==> src/rtl/vcsp_pkg.sv <==
// Shared types, codes and limits for the voice container stream parser.
// No dependencies; used by every module under rtl/.
package vcsp_pkg;

    // Parse phases
    typedef enum logic [2:0] {
        PH_MAGIC  = 3'd0,
        PH_HEADER = 3'd1,
        PH_TEXT   = 3'd2,
        PH_CODES  = 3'd3,
        PH_DONE   = 3'd4,
        PH_ERROR  = 3'd5
    } phase_t;

    // Result kinds
    localparam logic [1:0] KIND_TEXT   = 2'd0;
    localparam logic [1:0] KIND_CODE   = 2'd1;
    localparam logic [1:0] KIND_ACCEPT = 2'd2;
    localparam logic [1:0] KIND_REJECT = 2'd3;

    // Error codes
    localparam logic [2:0] ERR_NONE      = 3'd0;
    localparam logic [2:0] ERR_MAGIC     = 3'd1;
    localparam logic [2:0] ERR_VERSION   = 3'd2;
    localparam logic [2:0] ERR_BOUNDS    = 3'd3;
    localparam logic [2:0] ERR_TRUNCATED = 3'd4;
    localparam logic [2:0] ERR_TRAILING  = 3'd5;

    // Configuration register indexes
    localparam logic [1:0] CFG_MAX_CODEBOOKS   = 2'd0;
    localparam logic [1:0] CFG_MAX_FRAMES      = 2'd1;
    localparam logic [1:0] CFG_MAX_TEXT_LENGTH = 2'd2;

    // Header word positions
    localparam logic [2:0] HDR_VERSION = 3'd0;
    localparam logic [2:0] HDR_RATE    = 3'd1;
    localparam logic [2:0] HDR_BOOKS   = 3'd2;
    localparam logic [2:0] HDR_FRAMES  = 3'd3;

    // Format limits, also the reset values of the limit registers
    localparam logic [31:0] FORMAT_VERSION = 32'd1;
    localparam logic [6:0]  BOOKS_CAP      = 7'd64;
    localparam logic [16:0] FRAMES_CAP     = 17'd100000;
    localparam logic [20:0] TEXT_CAP       = 21'd1048576;

    // Result queue geometry
    localparam int FIFO_DEPTH = 4;
    localparam int FIFO_AW    = 2;
    localparam int FIFO_CW    = 3;

    typedef struct packed {
        logic [7:0] data_byte;
        logic       is_last;
    } in_item_t;

    typedef struct packed {
        logic [1:0]         kind;
        logic signed [31:0] item_value;
        logic [2:0]         fault_code;
        logic [31:0]        header_rate;
        logic [6:0]         codebook_count;
        logic [16:0]        frame_count;
    } out_item_t;

    function automatic logic [7:0] magic_byte(input logic [1:0] idx);
        logic [7:0] b;
        case (idx)
            2'd0:    b = 8'h42;
            2'd1:    b = 8'h52;
            2'd2:    b = 8'h5A;
            default: b = 8'h56;
        endcase
        return b;
    endfunction

endpackage

==> src/rtl/vcsp_parser.sv <==
// Byte parser: magic check, header assembly, bounds checks, text and code
// extraction, verdict. Holds the limit registers. Depends on vcsp_pkg.
module vcsp_parser (
    input  logic               clk,
    input  logic               rst_n,
    input  logic               accept,
    input  vcsp_pkg::in_item_t item,
    input  logic               cfg_we,
    input  logic [1:0]         cfg_index,
    input  logic [20:0]        cfg_data,
    output logic [1:0]         push_cnt,
    output vcsp_pkg::out_item_t push_a,
    output vcsp_pkg::out_item_t push_b
);

    vcsp_pkg::phase_t phase_reg, phase_next, phase_step;
    logic [1:0]  biw_reg, biw_next;
    logic [31:0] word_reg, word_next;
    logic [2:0]  hidx_reg, hidx_next;
    logic [31:0] rate_reg, rate_next;
    logic [6:0]  books_reg, books_next;
    logic [16:0] frames_reg, frames_next;
    logic [20:0] text_reg, text_next;
    logic [22:0] codes_reg, codes_next;
    logic [2:0]  error_reg, error_next, error_step;

    logic [6:0]  max_books_reg;
    logic [16:0] max_frames_reg;
    logic [20:0] max_text_reg;

    logic [6:0]  lim_books;
    logic [16:0] lim_frames;
    logic [20:0] lim_text;
    logic [31:0] shifted;
    logic [22:0] code_total;

    vcsp_pkg::out_item_t data_res, verdict_res;
    logic data_emit, verdict_emit;

    assign lim_books  = (max_books_reg < vcsp_pkg::BOOKS_CAP) ? max_books_reg
                                                              : vcsp_pkg::BOOKS_CAP;
    assign lim_frames = (max_frames_reg < vcsp_pkg::FRAMES_CAP) ? max_frames_reg
                                                                : vcsp_pkg::FRAMES_CAP;
    assign lim_text   = (max_text_reg < vcsp_pkg::TEXT_CAP) ? max_text_reg
                                                            : vcsp_pkg::TEXT_CAP;
    assign shifted    = {item.data_byte, word_reg[31:8]};
    assign code_total = {6'd0, frames_reg} * {16'd0, books_reg};

    // Next state
    always_comb
    begin
        phase_step  = phase_reg;
        error_step  = error_reg;
        biw_next    = biw_reg;
        word_next   = word_reg;
        hidx_next   = hidx_reg;
        rate_next   = rate_reg;
        books_next  = books_reg;
        frames_next = frames_reg;
        text_next   = text_reg;
        codes_next  = codes_reg;
        if (accept)
        begin
            unique case (phase_reg)
                vcsp_pkg::PH_MAGIC:
                begin
                    if (item.data_byte != vcsp_pkg::magic_byte(biw_reg))
                    begin
                        phase_step = vcsp_pkg::PH_ERROR;
                        error_step = vcsp_pkg::ERR_MAGIC;
                    end
                    else if (biw_reg == 2'd3)
                    begin
                        biw_next   = 2'd0;
                        phase_step = vcsp_pkg::PH_HEADER;
                    end
                    else
                    begin
                        biw_next = biw_reg + 2'd1;
                    end
                end
                vcsp_pkg::PH_HEADER:
                begin
                    word_next = shifted;
                    if (biw_reg != 2'd3)
                    begin
                        biw_next = biw_reg + 2'd1;
                    end
                    else
                    begin
                        biw_next  = 2'd0;
                        word_next = '0;
                        hidx_next = hidx_reg + 3'd1;
                        unique case (hidx_reg)
                            vcsp_pkg::HDR_VERSION:
                            begin
                                if (shifted != vcsp_pkg::FORMAT_VERSION)
                                begin
                                    phase_step = vcsp_pkg::PH_ERROR;
                                    error_step = vcsp_pkg::ERR_VERSION;
                                end
                            end
                            vcsp_pkg::HDR_RATE:
                            begin
                                rate_next = shifted;
                            end
                            vcsp_pkg::HDR_BOOKS:
                            begin
                                if (shifted == 32'd0 || shifted > {25'd0, lim_books})
                                begin
                                    phase_step = vcsp_pkg::PH_ERROR;
                                    error_step = vcsp_pkg::ERR_BOUNDS;
                                end
                                else
                                begin
                                    books_next = shifted[6:0];
                                end
                            end
                            vcsp_pkg::HDR_FRAMES:
                            begin
                                if (shifted == 32'd0 || shifted > {15'd0, lim_frames})
                                begin
                                    phase_step = vcsp_pkg::PH_ERROR;
                                    error_step = vcsp_pkg::ERR_BOUNDS;
                                end
                                else
                                begin
                                    frames_next = shifted[16:0];
                                end
                            end
                            default:
                            begin
                                if (shifted > {11'd0, lim_text})
                                begin
                                    phase_step = vcsp_pkg::PH_ERROR;
                                    error_step = vcsp_pkg::ERR_BOUNDS;
                                end
                                else
                                begin
                                    text_next  = shifted[20:0];
                                    codes_next = code_total;
                                    phase_step = (shifted != 32'd0) ? vcsp_pkg::PH_TEXT
                                                                    : vcsp_pkg::PH_CODES;
                                end
                            end
                        endcase
                    end
                end
                vcsp_pkg::PH_TEXT:
                begin
                    text_next = text_reg - 21'd1;
                    if (text_reg == 21'd1)
                    begin
                        phase_step = vcsp_pkg::PH_CODES;
                    end
                end
                vcsp_pkg::PH_CODES:
                begin
                    word_next = shifted;
                    if (biw_reg != 2'd3)
                    begin
                        biw_next = biw_reg + 2'd1;
                    end
                    else
                    begin
                        biw_next   = 2'd0;
                        word_next  = '0;
                        codes_next = codes_reg - 23'd1;
                        if (codes_reg == 23'd1)
                        begin
                            phase_step = vcsp_pkg::PH_DONE;
                        end
                    end
                end
                vcsp_pkg::PH_DONE:
                begin
                    phase_step = vcsp_pkg::PH_ERROR;
                    error_step = vcsp_pkg::ERR_TRAILING;
                end
                default:
                begin
                end
            endcase
        end

        phase_next = phase_step;
        error_next = error_step;
        // Last byte: verdict goes out, then start over on a fresh buffer
        if (accept && item.is_last)
        begin
            phase_next  = vcsp_pkg::PH_MAGIC;
            error_next  = vcsp_pkg::ERR_NONE;
            biw_next    = 2'd0;
            word_next   = '0;
            hidx_next   = 3'd0;
            rate_next   = '0;
            books_next  = '0;
            frames_next = '0;
            text_next   = '0;
            codes_next  = '0;
        end
    end

    // Outputs
    always_comb
    begin
        data_emit    = 1'b0;
        data_res     = '0;
        verdict_emit = accept && item.is_last;
        verdict_res  = '0;
        verdict_res.kind = vcsp_pkg::KIND_REJECT;
        if (accept)
        begin
            if (phase_reg == vcsp_pkg::PH_TEXT)
            begin
                data_emit           = 1'b1;
                data_res.kind       = vcsp_pkg::KIND_TEXT;
                data_res.item_value = {24'd0, item.data_byte};
            end
            else if (phase_reg == vcsp_pkg::PH_CODES && biw_reg == 2'd3)
            begin
                data_emit           = 1'b1;
                data_res.kind       = vcsp_pkg::KIND_CODE;
                data_res.item_value = shifted;
            end
        end
        unique case (phase_step) inside
            vcsp_pkg::PH_DONE:
            begin
                verdict_res.kind           = vcsp_pkg::KIND_ACCEPT;
                verdict_res.header_rate    = rate_next;
                verdict_res.codebook_count = books_next;
                verdict_res.frame_count    = frames_next;
            end
            vcsp_pkg::PH_MAGIC, vcsp_pkg::PH_HEADER, vcsp_pkg::PH_TEXT, vcsp_pkg::PH_CODES:
            begin
                verdict_res.fault_code = vcsp_pkg::ERR_TRUNCATED;
            end
            default:
            begin
                verdict_res.fault_code = error_step;
            end
        endcase
        // Header fields of the verdict come from the held values before the clear
        if (phase_step == vcsp_pkg::PH_DONE)
        begin
            verdict_res.header_rate    = rate_reg;
            verdict_res.codebook_count = books_reg;
            verdict_res.frame_count    = frames_reg;
        end

        push_cnt = {1'b0, data_emit} + {1'b0, verdict_emit};
        push_a   = data_emit ? data_res : verdict_res;
        push_b   = verdict_res;
    end

    always_ff @(posedge clk or negedge rst_n)
    begin
        if (!rst_n)
        begin
            phase_reg  <= vcsp_pkg::PH_MAGIC;
            biw_reg    <= '0;
            word_reg   <= '0;
            hidx_reg   <= '0;
            rate_reg   <= '0;
            books_reg  <= '0;
            frames_reg <= '0;
            text_reg   <= '0;
            codes_reg  <= '0;
            error_reg  <= vcsp_pkg::ERR_NONE;
        end
        else
        begin
            phase_reg  <= phase_next;
            biw_reg    <= biw_next;
            word_reg   <= word_next;
            hidx_reg   <= hidx_next;
            rate_reg   <= rate_next;
            books_reg  <= books_next;
            frames_reg <= frames_next;
            text_reg   <= text_next;
            codes_reg  <= codes_next;
            error_reg  <= error_next;
        end
    end

    always_ff @(posedge clk or negedge rst_n)
    begin
        if (!rst_n)
        begin
            max_books_reg  <= vcsp_pkg::BOOKS_CAP;
            max_frames_reg <= vcsp_pkg::FRAMES_CAP;
            max_text_reg   <= vcsp_pkg::TEXT_CAP;
        end
        else if (cfg_we)
        begin
            case (cfg_index)
                vcsp_pkg::CFG_MAX_CODEBOOKS:   max_books_reg  <= cfg_data[6:0];
                vcsp_pkg::CFG_MAX_FRAMES:      max_frames_reg <= cfg_data[16:0];
                vcsp_pkg::CFG_MAX_TEXT_LENGTH: max_text_reg   <= cfg_data;
                default:
                begin
                end
            endcase
        end
    end

    a_restart_after_last: assert property (@(posedge clk) disable iff (!rst_n)
        accept && item.is_last |=> phase_reg == vcsp_pkg::PH_MAGIC && hidx_reg == 3'd0)
        else $error("parser did not restart after last byte");

    a_second_is_verdict: assert property (@(posedge clk) disable iff (!rst_n)
        push_cnt == 2'd2 |-> push_b.kind == vcsp_pkg::KIND_ACCEPT
                          || push_b.kind == vcsp_pkg::KIND_REJECT)
        else $error("second result of a beat is not a verdict");

    a_codes_pending: assert property (@(posedge clk) disable iff (!rst_n)
        phase_reg == vcsp_pkg::PH_CODES |-> codes_reg != 23'd0)
        else $error("code phase with no code words left");

endmodule

==> src/rtl/vcsp_out_fifo.sv <==
// Small result queue: takes up to two results per cycle, hands out one.
// Depends on vcsp_pkg.
module vcsp_out_fifo (
    input  logic                clk,
    input  logic                rst_n,
    input  logic [1:0]          push_cnt,
    input  vcsp_pkg::out_item_t push_a,
    input  vcsp_pkg::out_item_t push_b,
    input  logic                pop,
    output vcsp_pkg::out_item_t head,
    output logic                not_empty,
    output logic                room_for_two
);

    vcsp_pkg::out_item_t mem_reg [vcsp_pkg::FIFO_DEPTH];
    logic [vcsp_pkg::FIFO_AW-1:0] wr_ptr_reg, wr_ptr_next, wr_ptr_plus1;
    logic [vcsp_pkg::FIFO_AW-1:0] rd_ptr_reg, rd_ptr_next;
    logic [vcsp_pkg::FIFO_CW-1:0] count_reg, count_next;

    assign wr_ptr_plus1 = wr_ptr_reg + 1'b1;
    assign wr_ptr_next  = wr_ptr_reg + push_cnt[vcsp_pkg::FIFO_AW-1:0];
    assign rd_ptr_next  = rd_ptr_reg + {{(vcsp_pkg::FIFO_AW-1){1'b0}}, pop};
    assign count_next   = count_reg
                        + {{(vcsp_pkg::FIFO_CW-2){1'b0}}, push_cnt}
                        - {{(vcsp_pkg::FIFO_CW-1){1'b0}}, pop};

    assign head         = mem_reg[rd_ptr_reg];
    assign not_empty    = count_reg != '0;
    assign room_for_two = count_reg <= vcsp_pkg::FIFO_CW'(vcsp_pkg::FIFO_DEPTH - 2);

    always_ff @(posedge clk)
    begin
        if (push_cnt != 2'd0)
        begin
            mem_reg[wr_ptr_reg] <= push_a;
        end
        if (push_cnt == 2'd2)
        begin
            mem_reg[wr_ptr_plus1] <= push_b;
        end
    end

    always_ff @(posedge clk or negedge rst_n)
    begin
        if (!rst_n)
        begin
            wr_ptr_reg <= '0;
            rd_ptr_reg <= '0;
            count_reg  <= '0;
        end
        else
        begin
            wr_ptr_reg <= wr_ptr_next;
            rd_ptr_reg <= rd_ptr_next;
            count_reg  <= count_next;
        end
    end

    a_no_overflow: assert property (@(posedge clk) disable iff (!rst_n)
        count_reg <= vcsp_pkg::FIFO_CW'(vcsp_pkg::FIFO_DEPTH))
        else $error("result queue overflow");

    a_push_lands: assert property (@(posedge clk) disable iff (!rst_n)
        push_cnt != 2'd0 |=> count_reg != '0)
        else $error("pushed result not held");

    a_pop_drains: assert property (@(posedge clk) disable iff (!rst_n)
        pop && push_cnt == 2'd0 |=> count_reg == $past(count_reg) - 1'b1)
        else $error("pop did not drain one entry");

endmodule

==> src/rtl/voice_container_stream_parser.sv <==
// Top level of the voice container stream parser.
// Depends on vcsp_pkg, vcsp_parser and vcsp_out_fifo.
//
// Usage:
//   item channel (item_valid/item_ready/item): one container byte per beat,
//   with is_last set on the final byte of a buffer.
//   result channel (result_valid/result_ready/result): text bytes, code words
//   and one verdict per buffer (accepted with header fields, or rejected
//   with an error code). Results of a rejected buffer are to be discarded.
//   cfg channel (cfg_valid/cfg_ready/cfg_index/cfg_data): limit registers,
//   always ready; write only while the parser is idle.
// Timing:
//   A byte is parsed in the cycle it is accepted; its results are written
//   into a four-entry result queue, whose head drives the result port.
//   One byte per cycle while the queue has room. A last byte that also
//   finishes a text byte or code word yields two results.
//   item_ready drops while the queue holds more than two results, so a
//   stalled receiver backs up into the byte stream without losing results.
// Reset: parser expects a new buffer, queue empty, limits at format maxima.
module voice_container_stream_parser (
    input  logic                clk,
    input  logic                rst_n,
    input  logic                item_valid,
    output logic                item_ready,
    input  vcsp_pkg::in_item_t  item,
    output logic                result_valid,
    input  logic                result_ready,
    output vcsp_pkg::out_item_t result,
    input  logic                cfg_valid,
    output logic                cfg_ready,
    input  logic [1:0]          cfg_index,
    input  logic [20:0]         cfg_data
);

    logic                accept;
    logic                room_for_two;
    logic [1:0]          push_cnt;
    vcsp_pkg::out_item_t push_a;
    vcsp_pkg::out_item_t push_b;

    assign item_ready = room_for_two;
    assign accept     = item_valid && item_ready;
    assign cfg_ready  = 1'b1;

    vcsp_parser u_parser (
        .clk       (clk),
        .rst_n     (rst_n),
        .accept    (accept),
        .item      (item),
        .cfg_we    (cfg_valid && cfg_ready),
        .cfg_index (cfg_index),
        .cfg_data  (cfg_data),
        .push_cnt  (push_cnt),
        .push_a    (push_a),
        .push_b    (push_b)
    );

    vcsp_out_fifo u_out_fifo (
        .clk          (clk),
        .rst_n        (rst_n),
        .push_cnt     (push_cnt),
        .push_a       (push_a),
        .push_b       (push_b),
        .pop          (result_valid && result_ready),
        .head         (result),
        .not_empty    (result_valid),
        .room_for_two (room_for_two)
    );

endmodule

==> config.mk <==
export PLATFORM = sky130hd
export DESIGN_NAME = voice_container_stream_parser
export DESIGN_NICKNAME = d
export VERILOG_FILES = /design/src/rtl/vcsp_pkg.sv /design/src/rtl/vcsp_parser.sv /design/src/rtl/vcsp_out_fifo.sv /design/src/rtl/voice_container_stream_parser.sv
export SDC_FILE = /design/constraint.sdc
export NUM_CORES = 1
export LEC_CHECK = 0
export ABC_AREA = 1
export BUFFER_PORTS_ARGS = -buffer_cell sky130_fd_sc_hd__buf_2
export CAP_MARGIN = 25
export CORE_MARGIN = 1
export CORE_UTILIZATION = 60
export CTS_BUF_LIST = sky130_fd_sc_hd__clkbuf_4 sky130_fd_sc_hd__clkbuf_8 sky130_fd_sc_hd__clkbuf_16
export CTS_CLUSTER_DIAMETER = 40
export CTS_CLUSTER_SIZE = 28
export DETAILED_ROUTE_END_ITERATION = 16
export GPL_TIMING_DRIVEN = 0
export HOLD_SLACK_MARGIN = 0.02
export PLACE_DENSITY = 0.75
export SLEW_MARGIN = 15
export SYNTH_ARGS = -nofsm -noshare
export SYNTH_HDL_FRONTEND = slang
export SYNTH_HIERARCHICAL = 1
export SYNTH_SLANG_ARGS = --single-unit
export TNS_END_PERCENT = 5
==> constraint.sdc <==
create_clock -name clk -period 10.2 [get_ports clk]
set_clock_uncertainty 0.05 [all_clocks]
set_input_delay 2.04 -clock clk [delete_from_list [all_inputs] [get_ports clk]]
set_output_delay 2.04 -clock clk [all_outputs]
set_load 0.01 [all_outputs]
### Word level (Yosys, flattened, before mapping)

Memories as Yosys holds them, arrays and structs flattened.
Cells that the tools add are included.
W data, S select, Z words.

| storage, ports and cells | value |
|---|---|
| bits in registers | 195 |
| bits in latches | 0 |
| RAM bits | 372 |
| ROM bits | 0 |
| output and inout port bits | 96 |
| word-level logic and storage cells | 192 |
| memories | 1 |

| operators by class | value |
|---|---|
| add/subtract/negate cells | 10 |
| multiply operators | 1 |
| divide/modulo/power cells | 0 |
| order comparisons | 7 |
| eq/ne operators | 30 |
| shift operators | 0 |
| mux-type cells | 89 |
| bitwise operators | 0 |
| reductions and logical operators | 38 |

Memory list:

| name | depth | bits a word | read ports | clocked after Yosys merged registers in | write ports | RTL line | RTL |
|---|---|---|---|---|---|---|---|
| u_out_fifo.mem_reg | 4 | 93 | 1 | 0 | 2 | vcsp_out_fifo.sv:15 | `vcsp_pkg::out_item_t mem_reg [vcsp_pkg::FIFO_DEPTH];` |

Operators with widths:

| cell | number |
|---|---|
| $mux W32 | 9 |
| $mux W23 | 6 |
| $mux W21 | 6 |
| $mux W17 | 7 |
| $mux W93 | 1 |
| $mux W3 | 24 |
| $mux W34 | 2 |
| $mux W56 | 1 |
| $mux W7 | 7 |
| $pmux W23 S2 | 1 |
| $pmux W21 S2 | 1 |
| $mux W33 | 1 |
| $gt A32 B17 Y1 | 1 |
| $gt A32 B21 Y1 | 1 |
| $gt A32 B7 Y1 | 1 |
| $logic_not A32 Y1 | 1 |
| $ne A32 B1 Y1 const B | 1 |
| $reduce_bool A32 Y1 | 1 |
| $pmux W3 S4 | 2 |
| $eq A23 B1 Y1 const B | 1 |
| $mul A17 B7 Y23 | 1 |
| $sub A23 B1 Y23 const B | 1 |
| $eq A21 B1 Y1 const B | 1 |
| $lt A21 B21 Y1 const B | 1 |
| 41 further kinds | 96 |

### Depth between registers and ports, before layout

| depth | value |
|---|---|
| word-level depth | 13 |
| depth in mapped cells | 31 |
| depth with buffers taken out | 30 |

### Cells and area by module

The synthesis kept the hierarchy.

By module, submodules not included:

| module | times used | cells an instance | area each (um^2) | sequential area each (um^2) |
|---|---|---|---|---|
| vcsp_out_fifo | 1 | 2,655 | 20,898.8 | 11,345.9 |
| vcsp_parser | 1 | 2,127 | 15,677.5 | 4,514.3 |
| voice_container_stream_parser | 1 | 6 | 26.3 | 0.0 |

### Worst setup path after synthesis

Ideal clock, no wire load.

| timing path | value |
|---|---|
| kind | input port to flip-flop |
| start point | input item_valid |
| end point | memory u_out_fifo/mem_reg[1][0] in the netlist's numbering (enable) |
| library setup time | 0.455 ns |
| data arrival time | 5.924 ns |
| data required time | 9.695 ns |
| slack | 3.771 ns |
| cell stages on the path | 12 |
| cells stage by stage | nand2_1 -> inv_1 -> inv_1 -> a21oi_1 -> clkbuf_1 -> ha_1 -> nor2_4 -> buf_4 -> nand2_1 -> buf_2 -> buf_2 -> nand2_1 |

RTL lines:

| element | RTL line | RTL |
|---|---|---|
| from (decl) | voice_container_stream_parser.sv:23 | `input logic item_valid,` |
| to (decl) | vcsp_out_fifo.sv:15 |  |

==> results_dict.tcl <==
set metrics [dict create \
    power.density_nw_per_um2 284.7 \
    synth_edf_count 372 \
    path_clk_slew_ns 0.05 \
    cts_setup_buffers 0 \
    period_share_pct 59.24 \
    via_per_inst 5.593 \
    syn2layout_area_growth_pct 13.12 \
    cts_buffer_depth 3 \
    via_count 32998 \
    timing.setup.tns_ns 0 \
    required_ns 10.51 \
    drive_gt1_share_pct 12.13 \
    synth_commonest_cells "1697 x nand2_1, 631 x inv_1, 543 x nand3_1" \
    r2r_cells 18 \
    insertion_delay_ns 0.63 \
    syn_inst 4788 \
    synth_top_area_share_pct 30.52 \
    cts_tree "built" \
    io_pins 133 \
    drc 0 \
    synth.most_common_cell "nand2_1" \
    rr_endpoint "u_parser/codes_reg[17]$_DFFE_PN0P_" \
    holdPathEnd "u_parser/max_frames_reg[0]$_DFFE_PN0P_" \
    critPathLaunch "item_valid" \
    grt.overflow.total 0 \
    cpMaxStageDelayCell "clkbuf_1" \
    fp.dieW_um 249.0 \
    min_path_type "flop to flop" \
    ys_warn_count 6 \
    synth_area_per_cell_um2 7.645 \
    rsz0062_at_grt "false" \
    grt_first_pass_wirelength_um 172700 \
    ant_nets 0 \
    setup.worst_path.class "input port to flop" \
    place_congestion 0.9663 \
    start_util_pct 60.64 \
    firstDrtPassIters 6 \
    routed_wl_um 112500 \
    grtUsageTotal_pct 36.07 \
    worstSetupStartpointType "input port" \
    max_freq_ghz 0.1655 \
    io_buffers 131 \
    worst-path-buf-inv 8 \
    crit_family "buffers and inverters" \
    synth_top_cell_by_area "edfxtp_1" \
    setup_violations 0 \
    grt_pass1_vias 30962 \
    r2r-start "u_parser/books_reg[3]$_DFFE_PN0P_" \
    async_flop_share_pct 33.45 \
    hpwl_um 79180 \
    final_cells 5900 \
    ir_drop_uv 161.4 \
    root_buffer "clkbuf_16" \
    clock-sinks 559 \
    rows 90 \
    synth_seq_cells 559 \
    p_leak_nw 21.16 \
    hp-start "u_parser/max_frames_reg[0]$_DFFE_PN0P_" \
    largest_reg_flops 372 \
    die_h_um 249.0 \
    max_slew_margin_pct 42.20 \
    cp-end-kind "flop" \
    yosysSeqAreaShare_pct 43.33 \
    maxSlewViolCount 0 \
    critPathMaxStageDelay_ns 0.56 \
    grt_start_max_net_pins 104 \
    max-cap-violations 0 \
    antenna_found_initial 7 \
    synth_area_um2 36600 \
    synth_flop_cell "edfxtp_1" \
    cts_made_buffers 82 \
    outcome "finished, final reports clean" \
    post_drt_wl_per_cell_um 19.07 \
    cp_max_fo 39 \
    register_area_um2 15860 \
    die_area_um2 62000 \
    fill_cells 5013 \
    core_area_um2 60360 \
    hold_depth 2 \
    ctsResizeCount 0 \
    nets 5258 \
    place_inst 5741 \
    tightest_slew_ns 0.8670 \
    hold_viol_final 0 \
    critPathArrivalTime_ns 6.36 \
    fin_crit_ns 6.043 \
    ys_types 59 \
    synth_area_leaders "edfxtp_1 31%, nand2_1 17%, dfrtp_1 12%" \
    cts.htree.levels 3 \
    hold_buffers 0 \
    worstPathCellList "buf_2, nand2_1, inv_1, inv_1, a21oi_1, clkbuf_1, ha_1, nor2_4, nand2_1, buf_2, buf_1, nand2_4, buf_16, buf_12" \
    multiInputGateArea_um2 16940 \
    drt_iter0_drc 4012 \
    reg2reg_slack_ns 4.48 \
]
-- final cells by class --
cell class	count	area share [%]
diodes	8	0.04835
plain buffers	313	3.608
clock buffers	99	5.382
clock inverters	52	1.260
inverters	653	5.920
multi-input cells	3294	40.92
flip-flops and latches	559	38.31
well taps	782	2.363
repair buffers	140	2.188
-- power breakdown --
| part | internal (W) | leakage, nW | total (W) | switching (W) |
|---|---|---|---|---|
| registers | 0.00292 | 5.89 | 0.00321 | 0.000288 |
| logic | 0.00181 | 13.9 | 0.00578 | 0.00397 |
| clock network | 0.00169 | 1.34 | 0.00280 | 0.00111 |
| total | 0.00643 | 21.2 | 0.0118 | 0.00536 |
-- placed cells by master, fill, tap and decap left out, drive strengths merged, types with 2 or more instances in the layout --
cell type,instances
nand3,546
a21o,5
buf,315
o21bai,5
xnor2,5
o31ai,7
nor3,23
a32o,5
o211ai,3
a211oi,4
ha,104
dfrtp,179
a21oi,77
clkbuf,237
a31oi,2
o21ai,184
conb,34
o22ai,16
nor2,230
clkinvlp,9
diode,8
a21boi,6
nand4,94
clkinv,22
dfstp,8
or2,97
xor2,24
mux2,14
inv,670
edfxtp,372
bufinv,4
nor4,9
fa,74
nand3b,5
o21a,12
nand2,1701
-- worst max path at each step --
stage	endpoint	depth (start not counted)
after global placement	u_out_fifo/mem_reg[3][77]$_DFFE_PP_	12
final	u_out_fifo/mem_reg[3][82]$_DFFE_PP_	14
after floorplan	u_out_fifo/mem_reg[1][0]$_DFFE_PP_	12
after global routing	u_out_fifo/mem_reg[3][86]$_DFFE_PP_	14
after CTS	u_out_fifo/mem_reg[3][86]$_DFFE_PP_	14
after detailed placement	u_out_fifo/mem_reg[3][77]$_DFFE_PP_	14
-- metrics by stage --
| stage | instance area, um^2 | utilization [%] | setup slack [ns] | hold slack [ns] | power, W |
|---|---|---|---|---|---|
| after global routing | 41390 | 68.58 | 4.094 | 0.4544 | 0.01252 |
| after global placement | 38350 | 63.54 | 0.6069 | 0.4167 | 0.008768 |
| after CTS | 41380 | 68.56 | 4.315 | 0.4389 | 0.01171 |
| final | 41400 | 68.60 | 4.157 | 0.4349 | 0.01179 |
| after detailed placement | 38630 | 64.01 | 3.659 | 0.4271 | 0.008886 |
| after floorplan | 36720 | - | 3.771 | 0.4030 | 0.007019 |
-- tightest hold or removal path, stage by stage (launching register included) --
cell and delay, ns:
dfrtp_1 0.33, nand2_1 0.05, o21ai_0 0.06
-- routing by layer --
layer	wire length, um	global-route usage [%]
met3	11700	5.977
met4	5273	17.41
met1	43580	48.06
met2	51960	57.60
met5	0	0
-- cell families (layout without fill, tap and decap cells) --
family / count (synthesis) / count (layout) / synth area share (%)
compound gates: 332 / 332 / 5.049
xor+xnor: 29 / 29 / 0.6939
fa+ha+maj: 178 / 178 / 7.602
buf+inv: 966 / 1257 / 10.78
flops: 559 / 559 / 43.33
mux: 14 / 14 / 0.4307
other cells: 3 / 42 / 0.03076
simple gates: 2707 / 2707 / 32.08
Power figures use the tool's default switching activity.
